**src/rtl/zph_pkg.sv**
```systemverilog
// ----------------------------------------------------------------------------
// Zobrist position hasher package
// Shared codes, table layout constants and index helpers for the hasher.
// ----------------------------------------------------------------------------
package zph_pkg;

  localparam int KEY_TABLE_DEPTH_DEF = 1024;
  localparam int KEY_BITS_DEF        = 64;
  localparam int BOARD_SQUARES       = 64;

  // Width of every key index the block computes; the highest used entry is 780.
  localparam int KEY_INDEX_W = 10;
  localparam int NUM_KEYS    = 7;

  localparam logic [KEY_INDEX_W-1:0] CASTLE_BASE = KEY_INDEX_W'(2 * 6 * BOARD_SQUARES);
  localparam logic [KEY_INDEX_W-1:0] EP_BASE     = KEY_INDEX_W'(2 * 6 * BOARD_SQUARES + 4);
  localparam logic [KEY_INDEX_W-1:0] SIDE_INDEX  = KEY_INDEX_W'(2 * 6 * BOARD_SQUARES + 12);

  typedef enum logic [2:0] {
    MODE_WRITE  = 3'd0,
    MODE_PIECE  = 3'd1,
    MODE_CASTLE = 3'd2,
    MODE_EP     = 3'd3,
    MODE_FINISH = 3'd4,
    MODE_MOVE   = 3'd5
  } mode_e;

  localparam logic [2:0] KIND_PAWN   = 3'd0;
  localparam logic [2:0] KIND_KNIGHT = 3'd1;
  localparam logic [2:0] KIND_BISHOP = 3'd2;
  localparam logic [2:0] KIND_ROOK   = 3'd3;
  localparam logic [2:0] KIND_QUEEN  = 3'd4;
  localparam logic [2:0] KIND_KING   = 3'd5;

  localparam logic RES_POSITION = 1'b0;
  localparam logic RES_MOVE     = 1'b1;

  // Lanes of the result, lowest first.
  localparam int KEY_FULL    = 0;
  localparam int KEY_PAWN    = 1;
  localparam int KEY_KPAWN   = 2;
  localparam int KEY_NPWHITE = 3;
  localparam int KEY_NPBLACK = 4;
  localparam int KEY_MINOR   = 5;
  localparam int KEY_MAJOR   = 6;

  // Decoded control of one item as it moves from address stage to key stage.
  typedef struct packed {
    mode_e      mode;
    logic       color;
    logic [2:0] kind;
    logic       use_a;
    logic       use_b;
    logic       use_c;
    logic       has_result;
  } item_ctrl_t;

  function automatic logic [KEY_INDEX_W-1:0] piece_index(logic col, logic [2:0] kind,
                                                         logic [5:0] sq);
    logic [KEY_INDEX_W-1:0] base;
    base = col ? KEY_INDEX_W'(6 * BOARD_SQUARES) : '0;
    return base + KEY_INDEX_W'({kind, sq});
  endfunction

endpackage

```
**src/rtl/zph_addr_gen.sv**
```systemverilog
// ----------------------------------------------------------------------------
// Key address generator
// Decodes an incoming request into up to three key table addresses and the
// control word that the key stage needs when the read data returns.
// ----------------------------------------------------------------------------
module zph_addr_gen (
  input  zph_pkg::mode_e                    mode_i,
  input  logic                              color_i,
  input  logic [2:0]                        piece_kind_i,
  input  logic [5:0]                        square_i,
  input  logic [5:0]                        target_square_i,
  input  logic [2:0]                        promotion_kind_i,
  input  logic [2:0]                        captured_kind_i,
  input  logic                              castle_side_i,
  input  logic [2:0]                        ep_file_i,
  input  logic                              black_to_move_i,
  output logic [zph_pkg::KEY_INDEX_W-1:0]   addr_a_o,
  output logic [zph_pkg::KEY_INDEX_W-1:0]   addr_b_o,
  output logic [zph_pkg::KEY_INDEX_W-1:0]   addr_c_o,
  output zph_pkg::item_ctrl_t               ctrl_o
);
  import zph_pkg::*;

  logic                   kind_ok;
  logic [2:0]             arrive_kind;
  logic [KEY_INDEX_W-1:0] idx_a;

  assign kind_ok     = (piece_kind_i <= KIND_KING);
  // A promotion code above king means the mover arrives unchanged.
  assign arrive_kind = (promotion_kind_i <= KIND_KING) ? promotion_kind_i : piece_kind_i;

  always_comb begin
    ctrl_o            = '0;
    ctrl_o.mode       = mode_i;
    ctrl_o.color      = color_i;
    ctrl_o.kind       = piece_kind_i;
    idx_a             = piece_index(color_i, piece_kind_i, square_i);
    unique case (mode_i)
      MODE_PIECE: begin
        ctrl_o.use_a = kind_ok;
      end
      MODE_CASTLE: begin
        ctrl_o.use_a = 1'b1;
        idx_a        = CASTLE_BASE + KEY_INDEX_W'({color_i, castle_side_i});
      end
      MODE_EP: begin
        ctrl_o.use_a = 1'b1;
        idx_a        = EP_BASE + KEY_INDEX_W'(ep_file_i);
      end
      MODE_FINISH: begin
        ctrl_o.use_a      = black_to_move_i;
        ctrl_o.has_result = 1'b1;
        idx_a             = SIDE_INDEX;
      end
      MODE_MOVE: begin
        ctrl_o.use_a      = kind_ok;
        ctrl_o.use_b      = (arrive_kind <= KIND_KING);
        ctrl_o.use_c      = (captured_kind_i <= KIND_KING);
        ctrl_o.has_result = 1'b1;
      end
      default: begin
      end
    endcase
  end

  // Unused ports read entry zero so that no address runs past the table.
  assign addr_a_o = ctrl_o.use_a ? idx_a : '0;
  assign addr_b_o = ctrl_o.use_b ? piece_index(color_i, arrive_kind, target_square_i) : '0;
  assign addr_c_o = ctrl_o.use_c ? piece_index(~color_i, captured_kind_i, target_square_i) : '0;

endmodule

```
**config.mk**
```make
export PLATFORM = sky130hd
export DESIGN_NAME = zph_addr_gen
export DESIGN_NICKNAME = d
export VERILOG_FILES = /design/src/rtl/zph_pkg.sv /design/src/rtl/zph_addr_gen.sv
export SDC_FILE = /design/constraint.sdc
export NUM_CORES = 1
export LEC_CHECK = 0
export BUFFER_PORTS_ARGS = -buffer_cell sky130_fd_sc_hd__buf_2
export CORE_ASPECT_RATIO = 1.2
export CORE_MARGIN = 4
export CORE_UTILIZATION = 31
export DETAILED_ROUTE_END_ITERATION = 16
export GPL_TIMING_DRIVEN = 0
export PLACE_DENSITY_LB_ADDON = 0.12
export SLEW_MARGIN = 20
export SYNTH_ARGS = -nofsm -noshare
export SYNTH_HDL_FRONTEND = slang
export SYNTH_SLANG_ARGS = --single-unit
```
**constraint.sdc**
```tcl
create_clock -name vclk -period 1.2
set_input_delay 0.18 -clock vclk [all_inputs]
set_output_delay 0.18 -clock vclk [all_outputs]
set_load 0.05 [all_outputs]
```
==> flow_metrics.tcl, run 1 <==
set metrics [dict create \
    status "aborted with a tool error" \
    stop_stage "clock tree synthesis" \
    toolErrorMsg "[ERROR DPL-0033] detailed placement checks failed during check placement." \
    synth.top_cells.by_area "and2_1 (23%), buf_4 (12%), fa_1 (11%)" \
    fp.dieW_um 47.1 \
    synth.avg_cell_area_um2 7.19 \
    syn_area_um2 568 \
    ctsResizeCount 117 \
    dpl.cell_count 167 \
    post-cts-setup-buffers 12 \
    rows 16 \
    netlist_instances 79 \
    fp.dieH_um 54.9 \
    syn_nets 115 \
    yosysWarnings 0 \
    synth.distinct_cells 23 \
    io_pins 71 \
    port_buffers 70 \
    yosysTopAreaCellShare 0.231 \
    synth_area_leader_cell "and2_1" \
    synth-seq-area-share 0 \
    start_util 0.338 \
    post-dp-hpwl_um 1740 \
    holdBufCountCts 0 \
    gp_congestion 0.660 \
]
==> Yosys cell counts <==
library cell	instances
a21boi_0	3
a21oi_1	6
a22o_1	2
a311oi_2	1
a32oi_1	2
a41oi_2	1
and2_1	21
and2b_1	1
and2b_4	1
and3_1	1
buf_4	9
buf_6	1
fa_1	3
ha_1	3
inv_1	10
mux2_2	1
nand2_1	4
nand3_1	1
nand3b_1	1
nor2_1	1
nor2b_1	2
nor4bb_1	1
o21ai_0	3
==> cells by family after synthesis <==
group,synth area share
and+or+nand+nor,0.368
buffers and inverters,0.205
AOI/OAI and AO/OA,0.236
adders and majority gates,0.172
muxes,0.0198
==> stage by stage <==
stage                     utilization  hold WS (ns)  cell area, µm²  setup slack (ns)
after floorplan                     -         0.527             761            -0.184
after global placement          0.674         0.663            1130            -0.607
after detailed placement        0.674         0.663            1130            -0.620
==> inputs of run 2 (changes only) <==
--- a/config.mk
+++ b/config.mk
@@ -6,12 +6,11 @@
 export NUM_CORES = 1
 export LEC_CHECK = 0
 export BUFFER_PORTS_ARGS = -buffer_cell sky130_fd_sc_hd__buf_2
-export CORE_ASPECT_RATIO = 1.2
-export CORE_MARGIN = 4
-export CORE_UTILIZATION = 31
+export CORE_AREA = 4 4 65 67
 export DETAILED_ROUTE_END_ITERATION = 16
+export DIE_AREA = 0 0 69 71
 export GPL_TIMING_DRIVEN = 0
-export PLACE_DENSITY_LB_ADDON = 0.12
+export PLACE_DENSITY_LB_ADDON = 0.15
 export SLEW_MARGIN = 20
 export SYNTH_ARGS = -nofsm -noshare
 export SYNTH_HDL_FRONTEND = slang
==> constraint.sdc (replaced) <==
create_clock -name vclk -period 1.6
set_input_delay 0.24 -clock vclk [all_inputs]
set_output_delay 0.24 -clock vclk [all_outputs]
set_load 0.05 [all_outputs]
==> run 2 against run 1 <==
The flow now finishes, with violations (setup timing). Synthesized cell count stayed put. Area after synthesis stayed put.
==> flow_metrics.tcl, run 2 <==
set metrics [dict create \
    end_kind "output pin" \
    tns_ns -0.106 \
    layout.area.seq_um2 0 \
    rsz0062_at_grt "yes" \
    start_util 0.156 \
    drv_slew 0 \
    max_freq_ghz 0.605 \
    whs_ns 0.783 \
    cap_violations 0 \
    syn_nets 115 \
    setup_ws_ns -0.0525 \
    worstMarginPinSlew_ns 0.275 \
    nets 195 \
    path_max_fanout 2 \
    final_common_cell "buf_2" \
    critical_path_required_ns 1.36 \
    final_cell_area_um2 1240 \
    num_antenna_cells 0 \
    crit_buf_inv 2 \
    synthTopCellsByCount "and2_1 (21), inv_1 (10), buf_4 (9)" \
    netlist_instances 79 \
    holdBufCountCts 0 \
    yosysTopAreaCellShare 0.231 \
    drc_errors 0 \
    gp_congestion 0.705 \
    status "finished, violations left" \
    synth.avg_cell_area_um2 7.19 \
    track_usage 0.0900 \
    dpl.cell_count 197 \
    most-common-layout-cells "buf_2 (46), buf_4 (25), and2_1 (19), inv_1 (8), clkbuf_4 (7)" \
    cp_cell_sequence "buf_8 -> a21boi_2 -> ha_2 -> fa_1 -> and2_4 -> buf_8" \
    start_kind "primary input" \
    port_buffers 70 \
    violations "setup timing" \
    synthMostInstantiatedCell "and2_1" \
    crit_arrival_ns 1.41 \
    synth.top_cells.by_area "and2_1 (23%), buf_4 (12%), fa_1 (11%)" \
    slowest_stage "fa_1" \
    clkbuf_count 0 \
    firstDrtPassIters 3 \
    grt_pass1_vias 853 \
    drive_gt1_frac 0.675 \
    ant_nets 0 \
    leakagePower_nw 0.677 \
    power.total_uw 439 \
    fp.dieW_um 69 \
    grt_use_met1 0.108 \
    fin_crit_sh 1.03 \
    top_usage_layer "met2" \
    grt_pass1_wl_um 3940 \
    pre_cts_slack_ns -0.323 \
    seq_cell_count 0 \
    hp-class "primary input to output pin" \
    grt_max_degree 11 \
    first_iter_violations 16 \
    synth.distinct_cells 23 \
    fillerInstances 404 \
    yosysWarnings 0 \
    antenna_found_initial 0 \
    io_pins 71 \
    critPathKind "primary input to output pin" \
    layoutNonFillerInstCount 205 \
    die_area_um2 4900 \
    synth_area_leader_cell "and2_1" \
    wirelength_um 2310 \
    synth-seq-area-share 0 \
    core_area_um2 3630 \
    max_stage_delay_ns 0.48 \
    setup_viol 3 \
    use_met3 0.0128 \
    fp.dieH_um 71 \
    area_growth_pct 119 \
    routed-via-count 822 \
    crit_top_cell "buf_8" \
    fin_crit_ns 1.65 \
    hold_violations 0 \
    syn_area_um2 568 \
    crit_family "adder cells" \
    relSlewSlack 0.816 \
    dpl-instance-area_um2 987 \
    grt_overflow_total 0 \
    utilization 0.342 \
    vias_per_cell 4.01 \
    routedWlPerCell_um 11.2 \
    grt.met2_usage 0.178 \
    post-dp-hpwl_um 1930 \
    power_density_nw_per_um2 353 \
    vdd_ir_drop_max_v 0.000129 \
    rows 22 \
]
## run 2: cell counts after synthesis
Identical to the previous run, type by type.
## run 2: path summary, 6_finish.rpt
check / from / to / slack (ns) / cells past startpoint
max: promotion_kind_i[1] / addr_b_o[8] / -0.05 / 6
min: mode_i[0] / ctrl_o[8] / 0.78 / 2
## run 2: routing by layer
metal  up-vias  part of all wire
met5         -                 0
met4         0                 0
met3         0             0.067
met2        25              0.55
met1       384              0.38
li1        413                 -
## run 2: kinds of logic after synthesis
| kind of cell | Yosys count | synth area share |
|---|---|---|
| multiplexers | 1 | 0.0198 |
| AND/OR/NAND/NOR | 34 | 0.368 |
| buffers and inverters | 20 | 0.205 |
| adder cells (fa/ha/maj) | 6 | 0.172 |
| AO/OA/AOI/OAI | 18 | 0.236 |
## run 2: timing repair
| item | 4_1_cts | 5_1_grt |
|---|---|---|
| setup buffers | 4 | 3 |
| cloned | 0 | 1 |
| resized for setup | 39 | 24 |
| pin swaps | 5 | 6 |
| endpoints found under the setup margin | 15 | 23 |
## run 2: layout make-up
class / instances / area [µm²] / area share
Timing Repair Buffer: 78 / 532 / 0.428
Inverter: 10 / 40.0 / 0.0322
Buffer: 10 / 82.6 / 0.0664
Multi-Input combinational cell: 59 / 529 / 0.426
Tap cell: 48 / 60.1 / 0.0483
## run 2: where the power goes
group	switching (mW)	total, mW	leakage, nW	internal (mW)
logic	0.272	0.439	0.677	0.167
registers	0	0	0	0
clock network	0	0	0	0
(Power assumes the default switching activity.)
==> inputs of run 3 (changes only) <==
==> constraint.sdc (replaced) <==
create_clock -name vclk -period 2.1
set_input_delay 0.315 -clock vclk [all_inputs]
set_output_delay 0.315 -clock vclk [all_outputs]
set_load 0.05 [all_outputs]
==> run 3 against run 2 <==
Routed wire length is 13% lower. Final area down 21%. Critical endpoint is now addr_c_o[8]. Hold slack gained 0.15 ns. Critical path depth increased by 1. The run now ends clean. Highest routed layer unchanged. Largest cell class is now multi-input gates. Sequential share of layout area is the same.
==> flow_metrics.tcl, run 3 (same netlist as run 2, synthesis figures left out) <==
set metrics [dict create \
    max_freq_ghz 0.510 \
    nets 187 \
    io_pins 71 \
    utilization 0.271 \
    port_buffers 70 \
    clockPowerShare 0 \
    track_usage 0.0724 \
    post-dp-hpwl_um 1830 \
    setup_viol 0 \
    fin_crit_sh 0.934 \
    final_common_cell "buf_2" \
    vias_per_cell 4.01 \
    routedWlPerCell_um 10.2 \
    area_growth_pct 73.1 \
    pwr-share-comb 1.000 \
    wirelength_um 2010 \
    rsz0062_at_grt "no" \
    grt_pass1_wl_um 3120 \
    grt_overflow_total 0 \
    status "finished clean" \
    pre_cts_slack_ns 0.0282 \
    critical_path_required_ns 1.78 \
    met1_length_um 853 \
    whs_ns 0.933 \
    dr.max_layer_used "met3" \
    num_antenna_cells 0 \
    max_stage_delay_ns 0.39 \
    hp-class "primary input to output pin" \
    drive_gt1_frac 0.564 \
    holdBufCountCts 0 \
    path_max_fanout 7 \
    hold_violations 0 \
    die_area_um2 4900 \
    crit_family "adder cells" \
    crit_arrival_ns 1.65 \
    cap_violations 0 \
    seq_cell_count 0 \
    tns_ns 0 \
    fp.dieH_um 71 \
    drv_slew 0 \
    grt_pass1_vias 720 \
    rows 22 \
    relSlewSlack 0.713 \
    power_density_nw_per_um2 282 \
    grt_max_degree 11 \
    critPathKind "primary input to output pin" \
    worstMarginPinSlew_ns 0.431 \
    seqPwrFrac 0 \
    min_path_cells 2 \
    crit_buf_inv 4 \
    fp.dieW_um 69 \
    clkbuf_count 0 \
    dr_wl_met3_um 268 \
    most-common-layout-cells "buf_2 (68), and2_1 (21), inv_1 (10), buf_4 (9), a21oi_1 (6)" \
    fin_crit_ns 1.96 \
    slowest_stage "fa_1" \
    routed-via-count 789 \
    sw_frac_of_total 0.693 \
    cp_cell_sequence "clkbuf_4 -> inv_1 -> ha_1 -> inv_1 -> fa_1 -> and2b_1 -> clkbuf_4" \
    end_kind "output pin" \
    core_area_um2 3630 \
    start_kind "primary input" \
    firstDrtPassIters 2 \
    gp_congestion 0.815 \
    wl_met2_um 888 \
    vdd_ir_drop_max_v 0.000133 \
    intPower_uw 85.3 \
    leakagePower_nw 0.605 \
    power_switching_uw 192 \
    worstHoldStart "mode_i[0]" \
    min_to "ctrl_o[8]" \
    ant_nets 0 \
    start_util 0.156 \
    setup_ws_ns 0.140 \
    first_iter_violations 9 \
    antenna_found_initial 0 \
    layout.area.seq_um2 0 \
    drc_errors 0 \
]
[run 3: cell count changes in the layout (fill, tap and decap cells not counted), moves of 3 or more]
| cell | previous run | this run |
|---|---|---|
| buf_4 | 25 | 9 |
| ha_1 | 0 | 3 |
| buf_2 | 46 | 68 |
| clkbuf_4 | 7 | 2 |
| buf_8 | 6 | 0 |
[run 3: final cells by class]
type,count,area (µm²)
repair buffers,70,355
inverters,10,37.5
plain buffers,10,78.8
well taps,48,60.1
multi-input cells,59,452
fillers,414,2650
[run 3: stage by stage]
stage	std cells	instance area (µm²)	power (mW)
global route	197	983	0.300
detailed placement	197	978	0.280
floorplan	79	568	0.196
global placement	197	978	0.277
CTS	197	978	0.281
finish	197	983	0.278
[run 3: layer usage]
metal / global-route usage / vias up
met5: 0 / -
met4: 0 / 0
met3: 0.0185 / 0
met2: 0.132 / 53
met1: 0.0908 / 338
li1: - / 398
[run 3: how the worst max path moves through the flow]
| stage | from | to | slack, ns | cells past startpoint |
|---|---|---|---|---|
| 2_1_floorplan | color_i | addr_a_o[8] | 0.02 | 4 |
| 3_5_place_dp | color_i | addr_c_o[8] | 0.03 | 7 |
| 4_1_cts | color_i | addr_c_o[8] | 0.03 | 7 |
| 6_report | color_i | addr_c_o[8] | 0.14 | 7 |
| 5_1_grt | color_i | addr_c_o[8] | 0.04 | 7 |
| 3_3_place_gp | color_i | addr_c_o[8] | 0.04 | 7 |
[run 3: power groups by stage]
stage / Combinational, mW / Clock [mW] / Sequential, mW
6_report: 0.278 / 0 / 0
5_1_grt: 0.300 / 0 / 0
4_1_cts: 0.281 / 0 / 0
3_5_place_dp: 0.280 / 0 / 0
3_3_place_gp: 0.277 / 0 / 0
2_1_floorplan: 0.196 / 0 / 0
[run 3: repair_timing]
item                       in CTS  in global routing
setup endpoints to repair       0                  1
gates resized for setup         0                  2
buffers inserted                0                  0
