===== src/rtl/zph_pkg.sv =====
// ----------------------------------------------------------------------------
// Zobrist position hasher package
// Shared codes, table layout constants and index helpers for the hasher.
// ----------------------------------------------------------------------------
package zph_pkg;

  localparam int KEY_TABLE_DEPTH_DEF = 1024;
  localparam int KEY_BITS_DEF        = 64;
  localparam int BOARD_SQUARES       = 64;

  // Width of every key index the block computes; the highest used entry is 780.
  localparam int KEY_INDEX_W = 10;
  localparam int NUM_KEYS    = 7;

  localparam logic [KEY_INDEX_W-1:0] CASTLE_BASE = KEY_INDEX_W'(2 * 6 * BOARD_SQUARES);
  localparam logic [KEY_INDEX_W-1:0] EP_BASE     = KEY_INDEX_W'(2 * 6 * BOARD_SQUARES + 4);
  localparam logic [KEY_INDEX_W-1:0] SIDE_INDEX  = KEY_INDEX_W'(2 * 6 * BOARD_SQUARES + 12);

  typedef enum logic [2:0] {
    MODE_WRITE  = 3'd0,
    MODE_PIECE  = 3'd1,
    MODE_CASTLE = 3'd2,
    MODE_EP     = 3'd3,
    MODE_FINISH = 3'd4,
    MODE_MOVE   = 3'd5
  } mode_e;

  localparam logic [2:0] KIND_PAWN   = 3'd0;
  localparam logic [2:0] KIND_KNIGHT = 3'd1;
  localparam logic [2:0] KIND_BISHOP = 3'd2;
  localparam logic [2:0] KIND_ROOK   = 3'd3;
  localparam logic [2:0] KIND_QUEEN  = 3'd4;
  localparam logic [2:0] KIND_KING   = 3'd5;

  localparam logic RES_POSITION = 1'b0;
  localparam logic RES_MOVE     = 1'b1;

  // Lanes of the result, lowest first.
  localparam int KEY_FULL    = 0;
  localparam int KEY_PAWN    = 1;
  localparam int KEY_KPAWN   = 2;
  localparam int KEY_NPWHITE = 3;
  localparam int KEY_NPBLACK = 4;
  localparam int KEY_MINOR   = 5;
  localparam int KEY_MAJOR   = 6;

  // Decoded control of one item as it moves from address stage to key stage.
  typedef struct packed {
    mode_e      mode;
    logic       color;
    logic [2:0] kind;
    logic       use_a;
    logic       use_b;
    logic       use_c;
    logic       has_result;
  } item_ctrl_t;

  function automatic logic [KEY_INDEX_W-1:0] piece_index(logic col, logic [2:0] kind,
                                                         logic [5:0] sq);
    logic [KEY_INDEX_W-1:0] base;
    base = col ? KEY_INDEX_W'(6 * BOARD_SQUARES) : '0;
    return base + KEY_INDEX_W'({kind, sq});
  endfunction

endpackage


===== src/rtl/zph_accum.sv =====
// ----------------------------------------------------------------------------
// Key accumulators
// Holds the seven position accumulators, folds returned keys into them and
// forms the finish and move results.
// ----------------------------------------------------------------------------
module zph_accum #(
  parameter int KEY_BITS = zph_pkg::KEY_BITS_DEF
) (
  input  logic                                       clk_i,
  input  logic                                       rst_ni,
  input  logic                                       fire_i,
  input  zph_pkg::item_ctrl_t                        ctrl_i,
  input  logic [KEY_BITS-1:0]                        word_i,
  input  logic [KEY_BITS-1:0]                        key_a_i,
  input  logic [KEY_BITS-1:0]                        key_b_i,
  input  logic [KEY_BITS-1:0]                        key_c_i,
  output logic                                       res_kind_o,
  output logic [zph_pkg::NUM_KEYS-1:0][KEY_BITS-1:0] res_keys_o
);
  import zph_pkg::*;

  logic [NUM_KEYS-1:0][KEY_BITS-1:0] acc_q, acc_d;
  logic [KEY_BITS-1:0]               ka, kb, kc;

  assign ka = ctrl_i.use_a ? key_a_i : '0;
  assign kb = ctrl_i.use_b ? key_b_i : '0;
  assign kc = ctrl_i.use_c ? key_c_i : '0;

  assign res_kind_o = (ctrl_i.mode == MODE_MOVE) ? RES_MOVE : RES_POSITION;

  always_comb begin
    acc_d      = acc_q;
    res_keys_o = '0;
    unique case (ctrl_i.mode)
      MODE_PIECE: begin
        acc_d[KEY_FULL] = acc_q[KEY_FULL] ^ ka;
        if (ctrl_i.kind == KIND_PAWN) begin
          acc_d[KEY_PAWN] = acc_q[KEY_PAWN] ^ ka;
        end else if (ctrl_i.color) begin
          acc_d[KEY_NPBLACK] = acc_q[KEY_NPBLACK] ^ ka;
        end else begin
          acc_d[KEY_NPWHITE] = acc_q[KEY_NPWHITE] ^ ka;
        end
        if (ctrl_i.kind == KIND_PAWN || ctrl_i.kind == KIND_KING) begin
          acc_d[KEY_KPAWN] = acc_q[KEY_KPAWN] ^ ka;
        end
        if (ctrl_i.kind == KIND_KNIGHT || ctrl_i.kind == KIND_BISHOP ||
            ctrl_i.kind == KIND_KING) begin
          acc_d[KEY_MINOR] = acc_q[KEY_MINOR] ^ ka;
        end
        if (ctrl_i.kind == KIND_ROOK || ctrl_i.kind == KIND_QUEEN ||
            ctrl_i.kind == KIND_KING) begin
          acc_d[KEY_MAJOR] = acc_q[KEY_MAJOR] ^ ka;
        end
      end
      MODE_CASTLE, MODE_EP: begin
        acc_d[KEY_FULL] = acc_q[KEY_FULL] ^ ka;
      end
      MODE_FINISH: begin
        res_keys_o           = acc_q;
        res_keys_o[KEY_FULL] = acc_q[KEY_FULL] ^ ka;
        acc_d                = '0;
      end
      MODE_MOVE: begin
        res_keys_o[KEY_FULL] = word_i ^ ka ^ kb ^ kc;
      end
      default: begin
      end
    endcase
  end

  always_ff @(posedge clk_i or negedge rst_ni) begin
    if (!rst_ni) begin
      acc_q <= '0;
    end else if (fire_i) begin
      acc_q <= acc_d;
    end
  end

endmodule

===== config.mk =====
export PLATFORM = sky130hd
export DESIGN_NAME = zph_accum
export DESIGN_NICKNAME = d
export VERILOG_FILES = /design/src/rtl/zph_pkg.sv /design/src/rtl/zph_accum.sv
export SDC_FILE = /design/constraint.sdc
export NUM_CORES = 1
export LEC_CHECK = 0
export ABC_CLOCK_PERIOD_IN_PS = 1760
export BUFFER_PORTS_ARGS = -buffer_cell sky130_fd_sc_hd__buf_4
export CORE_AREA = 2 2 276 278
export CTS_BUF_LIST = sky130_fd_sc_hd__clkbuf_4 sky130_fd_sc_hd__clkbuf_8
export CTS_CLUSTER_SIZE = 10
export DETAILED_ROUTE_END_ITERATION = 12
export DIE_AREA = 0 0 278 280
export GPL_ROUTABILITY_DRIVEN = 0
export MAX_ROUTING_LAYER = met4
export PLACE_DENSITY = 0.59
export SYNTH_ARGS = -nofsm -noshare
export SYNTH_HDL_FRONTEND = slang
export SYNTH_SLANG_ARGS = --single-unit

===== constraint.sdc =====
create_clock -name clk_i -period 1.76 [get_ports clk_i]
set_input_delay 0.176 -clock clk_i [delete_from_list [all_inputs] [get_ports clk_i]]
set_output_delay 0.176 -clock clk_i [all_outputs]
set_load 0.03 [all_outputs]

-- Yosys cells after proc, flatten, opt, wreduce, memory -nomap -nowiden
Cells that the tools add are included.
- bits in registers: 448
- latch bits: 0
- bits in writable memories: 0
- ROM bits: 0
- output and inout bits: 449
- memories kept: 0
- add/subtract/negate cells: 0
- multipliers: 0
- div/mod/pow operators: 0
- $lt $le $gt $ge: 0
- eq/ne operators: 17
- shifts and indexed selects: 0
- multiplexer cells: 15
- bitwise logic cells: 10
- reduce and logical (&&, ||, !) cells: 16
- operators with widths (kind ; count):
    $pmux 384 s2 ; 1
    $xor 64x64->64 ; 10
    $mux 64 ; 9
    $mux 384 ; 1
    $pmux 64 s2 ; 2
    $mux 128 ; 1
    $ne 2x2->1 const B ; 7
    $eq 3x2->1 const B ; 4
    $eq 3x3->1 const B ; 4
    $reduce_and 3->1 ; 4
    $reduce_and 4->1 ; 2
    $eq 3x1->1 const B ; 2
    $logic_or 1x1->1 ; 5
    $reduce_bool 2->1 ; 2
    $logic_not 3->1 ; 1
    $reduce_or 3->1 ; 1
    $reduce_and 2->1 ; 1
    $mux 1 ; 1

-- Depth between registers and ports, before layout
Gate-level depths: netlist of run 1.
- word-level depth: 5
- mapped depth: 7

-- Worst setup path after synthesis of run 1
OpenSTA, ideal clock, no wires.
- kind: input port to output port
- start point: input ctrl_i[3] in the netlist's numbering
- end point: output res_keys_o[10] in the netlist's numbering
- arrival time: 1839 ps
- data required time: 1584 ps
- path slack: -255 ps
- cell stages on the path: 7
- cell sequence: clkbuf_1 buf_1 nand2_1 clkbuf_1 xnor2_1 xnor2_1 o22ai_1
- RTL lines (what ; line ; source):
    from (decl) ; zph_accum.sv:12 ; input zph_pkg::item_ctrl_t ctrl_i,
    to (decl) ; zph_accum.sv:18 ; output logic [zph_pkg::NUM_KEYS-1:0][KEY_BITS-1:0] res_keys_o

==> flow_metrics.py, run 1 <==
metrics = {
    "outcome": {
        "status": "complete, but fails checks",
        "violations": "setup timing",
    },
    "timing": {
        "max_slew_margin_pct": 60.1,
        "fmax_mhz": 541,
        "finalSetupViolations": 16,
        "tightest_slew_ns": 0.598,
        "period_needed_ns": 1.85,
        "skew_ns": 0,
        "period_share_pct": 105,
        "rsz0062_at_grt": "true",
        "finalWorstSetupSlack_ns": -0.0895,
        "whs_ns": 0.00989,
        "setup-tns-final_ns": -0.697,
        "drv_slew": 0,
        "hold_viol_final": 0,
    },
    "die": {
        "die_area_um2": 77800,
        "core_um2": 75200,
        "ioPinCount": 719,
        "start_util_pct": 36.1,
        "die-height_um": 280,
        "die_x_um": 278,
        "num_rows": 101,
    },
    "route": {
        "routedWlPerCell_um": 24.2,
        "dr.first_iter.drc_count": 2451,
        "drt-vias-per-instance": 5.69,
        "firstDrtPassIters": 5,
        "drc": 0,
        "vias": 28300,
        "postRouteAntennaNets": 0,
        "drt_wl_total_um": 120000,
    },
    "placement": {
        "place_area_um2": 35800,
        "portBuffers": 717,
        "dp_hpwl_um": 81700,
    },
    "yosys": {
        "synth_area_leaders": "dfrtp_1 41%, and2_1 8.9%, o211ai_1 5.3%",
        "syn_avg_cell_area_um2": 9.08,
        "synth_top_area_cell": "dfrtp_1",
        "synth_fp_nets": 3257,
        "synth.most_common_cell": "dfrtp_1",
        "synth_top_cells_by_count": "448 x dfrtp_1, 384 x and2_1, 306 x clkbuf_1",
        "async_flop_share_pct": 100,
        "synth-seq-cells": 448,
        "syn-cell-area_um2": 27100,
        "ys_seq_area_share_pct": 41.3,
        "synth_warnings": 0,
        "synthDistinctLibCells": 36,
        "synthCells": 2987,
        "synth_flop_cell": "dfrtp_1",
        "synth_top_area_share_pct": 41.3,
        "synth_edf_count": 0,
    },
    "final_layout": {
        "largest_reg_flops": 448,
        "top_regs": "acc_q (448)",
        "drive_gt1_share_pct": 37.3,
        "synthToLayoutAreaGrowth_pct": 49.9,
        "nNetsFinal": 4190,
        "largest_register": "acc_q",
        "final_area_um2": 40700,
    },
    "grt": {
        "grt_overflow_total": 0,
        "grt_max_degree": 100,
        "grtUsageTotal_pct": 30.0,
        "grt_pass1_vias": 27100,
        "antenna_found_initial": 7,
        "grt_pass1_wl_um": 174000,
    },
    "flow_run": {
        "maxCapViolCount": 0,
    },
    "hold_path": {
        "hp-class": "input port to flip-flop",
        "hold_depth": 5,
        "worstHoldEndpoint": "acc_q[12]$_DFFE_PN0P_",
        "hp-start": "key_a_i[12]",
    },
    "setup_path": {
        "path_max_fanout": 4,
        "reg2reg_depth": 2,
        "cp_data_required_time_ns": 1.58,
        "crit_type": "input port to output port",
        "r2r_start": "acc_q[250]$_DFFE_PN0P_",
        "worst_setup_path_start_kind": "input port",
        "regToRegEndpoint": "acc_q[250]$_DFFE_PN0P_",
        "arrival_ns": 1.67,
        "r2r_slack_ns": 0.32,
        "endpoint_kind": "output port",
    },
    "clock_network": {
        "numCtsBuffers": 81,
        "cts_tree": "built",
        "cts.sinks": 448,
        "clk_latency_ns": 0.65,
        "cts.root.buffer_cell": "clkbuf_8",
        "h-tree-depth": 3,
        "clockBufferDepth": 3,
        "clk_pin_slew_ns": 0.06,
    },
    "power_and_ir_drop": {
        "power_mw": 31.3,
        "p_leak_nw": 18.2,
        "cellPowerDensity_nw_per_um2": 769,
        "ir_drop_mv": 0.512,
    },
}
-- through the flow --
| step | std cells | setup WS (ns) | util, % |
|---|---|---|---|
| 2_1_floorplan | 2987 | -0.0748 | - |
| 5_1_grt | 4961 | -0.179 | 54.1 |
| 6_report | 4963 | -0.0895 | 54.1 |
| 4_1_cts | 4909 | -0.121 | 52.4 |
| 3_3_place_gp | 4639 | -0.246 | 47.7 |
| 3_5_place_dp | 4639 | -0.253 | 47.7 |
-- cells by family (layout without fill, tap and decap cells) --
| family | Yosys count | count (layout) | synth area share [%] |
|---|---|---|---|
| compound gates | 1028 | 1028 | 27.2 |
| xor+xnor | 258 | 258 | 8.33 |
| simple gates | 916 | 916 | 18.2 |
| buf+inv | 337 | 1326 | 4.93 |
| other cells | 0 | 9 | 0 |
| flops | 448 | 448 | 41.3 |
-- worst max-delay path by stage --
stage                                  end                   from  depth (start not counted)  slack, ns
floorplan                   res_keys_o[25]              ctrl_i[9]                          4      -0.07
global placement    acc_q[383]$_DFFE_PN0P_             ctrl_i[10]                          8      -0.25
detailed placement  acc_q[323]$_DFFE_PN0P_             ctrl_i[10]                          8      -0.25
CTS                         res_keys_o[22]  acc_q[22]$_DFFE_PN0P_                          4      -0.12
global route                res_keys_o[22]  acc_q[22]$_DFFE_PN0P_                          4      -0.18
finish                      res_keys_o[55]            key_a_i[55]                          7      -0.09
-- area by class of cell --
class | instances | area [um^2]
clock inverters | 9 | 55.1
inverters | 1 | 3.75
multi-input cells | 2202 | 15600
clock buffers | 130 | 1610
repair buffers | 1186 | 10900
diodes | 9 | 22.5
well taps | 978 | 1220
fillers | 6785 | 34500
flip-flops and latches | 448 | 11200
-- repair_timing --
action                                  4_1_cts  5_1_grt
setup buffers                                46       31
gates resized for setup                     118      150
endpoints found under the hold margin       706       46
endpoints found under the setup margin      244      254
hold buffers                                 88       16
pin swaps                                    88       44
cloned                                        5       15
-- cell usage in the layout (no fill, tap or decap), types with 72 or more instances in the layout --
cell type        n
buf_6          101
xor2_1          92
a21boi_0       128
dfrtp_1        446
or3_1          128
buf_12          72
o41ai_1        127
and2_1         346
dlygate4sd3_1   88
o211ai_1       192
nand2_1        165
o21ai_0        256
xnor2_1        107
buf_4          898
clkbuf_8       101
-- worst max-delay path: stages --
cell and delay (ns):
dlygate4sd3_1 0.61, buf_4 0.15, nand2_2 0.09, buf_4 0.18, xor2_4 0.19, o22ai_2 0.12
buf_6 0.15
-- report_power, final --
group | switching (mW) | internal [mW] | total (mW)
Sequential | 1.08 | 11.6 | 12.7
Clock | 4.67 | 5.75 | 10.4
Combinational | 4.36 | 3.81 | 8.16
-- routing by layer --
layer	vias to the layer above	GRT usage (%)	routed length (um)
li1	12700	-	-
met1	14100	39.8	51100
met2	1233	46.5	56700
met3	225	4.43	7770
met4	0	11.2	4420
met5	-	-	0
(Power assumes the default switching activity.)
==> inputs of run 2 (changes only) <==
ABC_CLOCK_PERIOD_IN_PS = 1700   (was 1760)
PLACE_DENSITY = 0.61   (was 0.59)
clock period = 1.7 ns   (was 1.76 ns; I/O delays follow)
==> run 2 against run 1 <==
Compared with the run above: the flow still finishes with violations (setup timing); hold slack lost 0.0089 ns; sequential share of layout area barely moved; clock-buffer cell count fell by 4; total power is 4.9% higher; core utilization barely moved; non-clock buffer count down 30; design area is essentially flat; setup slack got worse by 0.073 ns; clock power increased by 9%; critical path depth stayed put; cell count decreased by 0.46%; critical endpoint is now res_keys_o[28].
==> flow_metrics.py, run 2 (same netlist as run 1, synthesis figures left out) <==
metrics = {
    "route": {
        "drt_wl_total_um": 116000,
        "drt-met1-wl_um": 50500,
        "highest_layer": "met4",
        "vias": 28000,
        "drc": 0,
        "dr.first_iter.drc_count": 2462,
        "postRouteAntennaNets": 0,
        "wl_met3_um": 7250,
        "firstDrtPassIters": 5,
        "met2_length_um": 54600,
        "drt-vias-per-instance": 5.67,
        "routedWlPerCell_um": 23.5,
    },
    "grt": {
        "grt_overflow_total": 0,
        "grt_max_degree": 65,
        "grtUsageTotal_pct": 29.1,
        "grt_pass1_vias": 26900,
        "antenna_found_initial": 9,
        "grt_pass1_wl_um": 171000,
    },
    "setup_path": {
        "cp_data_required_time_ns": 1.53,
        "r2r_slack_ns": 0.20,
        "reg2reg_depth": 4,
        "endpoint_kind": "output port",
        "path_max_fanout": 4,
        "cpMaxStageDelayCell": "dlygate4sd3_1",
        "crit_type": "input port to output port",
        "regToRegEndpoint": "acc_q[4]$_DFFE_PN0P_",
        "slowest_delay_ns": 0.59,
        "r2r_start": "acc_q[4]$_DFFE_PN0P_",
        "arrival_ns": 1.69,
        "worst_setup_path_start_kind": "input port",
        "crit_chain": "buf_4 -> dlygate4sd3_1 -> nand2_2 -> xnor2_2 -> xnor2_1 -> o22ai_2 -> buf_6",
    },
    "outcome": {
        "violations": "setup timing",
        "status": "complete, but fails checks",
    },
    "timing": {
        "drv_slew": 0,
        "fmax_mhz": 537,
        "tightest_slew_ns": 0.752,
        "period_share_pct": 110,
        "finalSetupViolations": 42,
        "finalWorstSetupSlack_ns": -0.162,
        "skew_ns": 0,
        "period_needed_ns": 1.86,
        "hold_viol_final": 0,
        "max_slew_margin_pct": 49.9,
        "rsz0062_at_grt": "true",
    },
    "hold_path": {
        "hp-start": "key_a_i[59]",
        "hp-class": "input port to flip-flop",
        "worstHoldEndpoint": "acc_q[59]$_DFFE_PN0P_",
        "hold_depth": 4,
    },
    "final_layout": {
        "final_common_cell": "buf_4",
        "synthToLayoutAreaGrowth_pct": 49.9,
        "fin_cells": 4940,
        "drive_gt1_share_pct": 43.6,
        "final_cell_mix": "881 x buf_4, 446 x dfrtp_1, 265 x and2_2",
        "largest_register": "acc_q",
        "top_regs": "acc_q (448)",
        "nNetsFinal": 4161,
        "largest_reg_flops": 448,
    },
    "placement": {
        "dp.cells": 4612,
        "portBuffers": 717,
        "dp_hpwl_um": 79400,
    },
    "clock_network": {
        "cts.sinks": 448,
        "clk_latency_ns": 0.67,
        "clk_pin_slew_ns": 0.06,
        "cts_tree": "built",
        "numCtsBuffers": 82,
        "clockBufferDepth": 3,
        "cts.root.buffer_cell": "clkbuf_8",
        "h-tree-depth": 3,
    },
    "power_and_ir_drop": {
        "power_mw": 32.8,
        "p_leak_nw": 18.3,
        "cellPowerDensity_nw_per_um2": 806,
        "ir_drop_mv": 0.426,
    },
    "die": {
        "core_um2": 75200,
        "num_rows": 101,
        "start_util_pct": 36.1,
        "die_x_um": 278,
        "ioPinCount": 719,
        "die-height_um": 280,
        "die_area_um2": 77800,
    },
    "flow_run": {
        "maxCapViolCount": 0,
    },
}
[run 2: cell types whose count changed in the layout (fill, tap and decap cells not counted), sizes merged]
| cell | delta |
|---|---|
| diode | -1 |
| clkbuf | -11 |
| inv | +2 |
| clkinvlp | -1 |
| bufinv | +2 |
| bufbuf | +2 |
| dlygate4sd3 | -1 |
| clkinv | +9 |
| buf | -24 |
[run 2: area by class of cell]
type,instances,area (um^2)
clock buffers,126,1570
diodes,8,20.0
clock inverters,21,198
inverters,1,3.75
multi-input cells,2202,15900
well taps,978,1220
flip-flops and latches,448,11200
repair buffers,1156,10500
fillers,6678,34500
[run 2: routing by layer]
| layer | global-route usage (%) | vias up |
|---|---|---|
| met5 | - | - |
| met4 | 9.97 | 0 |
| met3 | 4.54 | 202 |
| met2 | 45.0 | 1182 |
| met1 | 39.1 | 14000 |
| li1 | - | 12700 |
[run 2: metrics by stage]
| stage | hold WS, ns | setup WS, ns | util [%] | cell area, um^2 | TNS, ns |
|---|---|---|---|---|---|
| detailed placement | 0.173 | -0.269 | 48.1 | 36100 | -89.41 |
| global placement | 0.172 | -0.244 | 48.1 | 36100 | -80.39 |
| floorplan | -0.126 | -0.123 | - | 28000 | -4.94 |
| global route | 0.00503 | -0.162 | 54.1 | 40700 | -5.50 |
| CTS | 0.000149 | -0.175 | 52.6 | 39600 | -6.04 |
| finish | 0.000982 | -0.162 | 54.1 | 40700 | -1.85 |
[run 2: report_power, final]
| part | leakage [nW] | switching, mW | internal, mW |
|---|---|---|---|
| combinational | 11.3 | 4.43 | 3.98 |
| sequential | 6.01 | 1.12 | 12.0 |
| clock | 0.940 | 5.02 | 6.24 |
[run 2: critical path: cells and delay by family]
family	cells	cell delay [ns]
and+or+nand+nor	1	0.11
buffers and inverters	3	0.86
xor gates and xnor gates	2	0.29
AOI/OAI and AO/OA	1	0.25
[run 2: worst max path at each step]
stage / end / from / slack, ns / depth (start not counted)
3_3_place_gp: acc_q[174]$_DFFE_PN0P_ / ctrl_i[10] / -0.24 / 6
3_5_place_dp: acc_q[170]$_DFFE_PN0P_ / ctrl_i[10] / -0.27 / 6
2_1_floorplan: res_keys_o[19] / ctrl_i[9] / -0.12 / 4
6_report: res_keys_o[28] / key_a_i[28] / -0.16 / 7
5_1_grt: res_keys_o[28] / key_a_i[28] / -0.16 / 7
4_1_cts: res_keys_o[30] / acc_q[30]$_DFFE_PN0P_ / -0.17 / 3
[run 2: what timing repair did]
action                                  CTS  global route
endpoints found under the setup margin  434           189
gates cloned                              3             8
pin swaps                                91            61
resized for setup                        93           136
buffers inserted                         58            23
hold buffers                             75            39
endpoints found under the hold margin   706            80
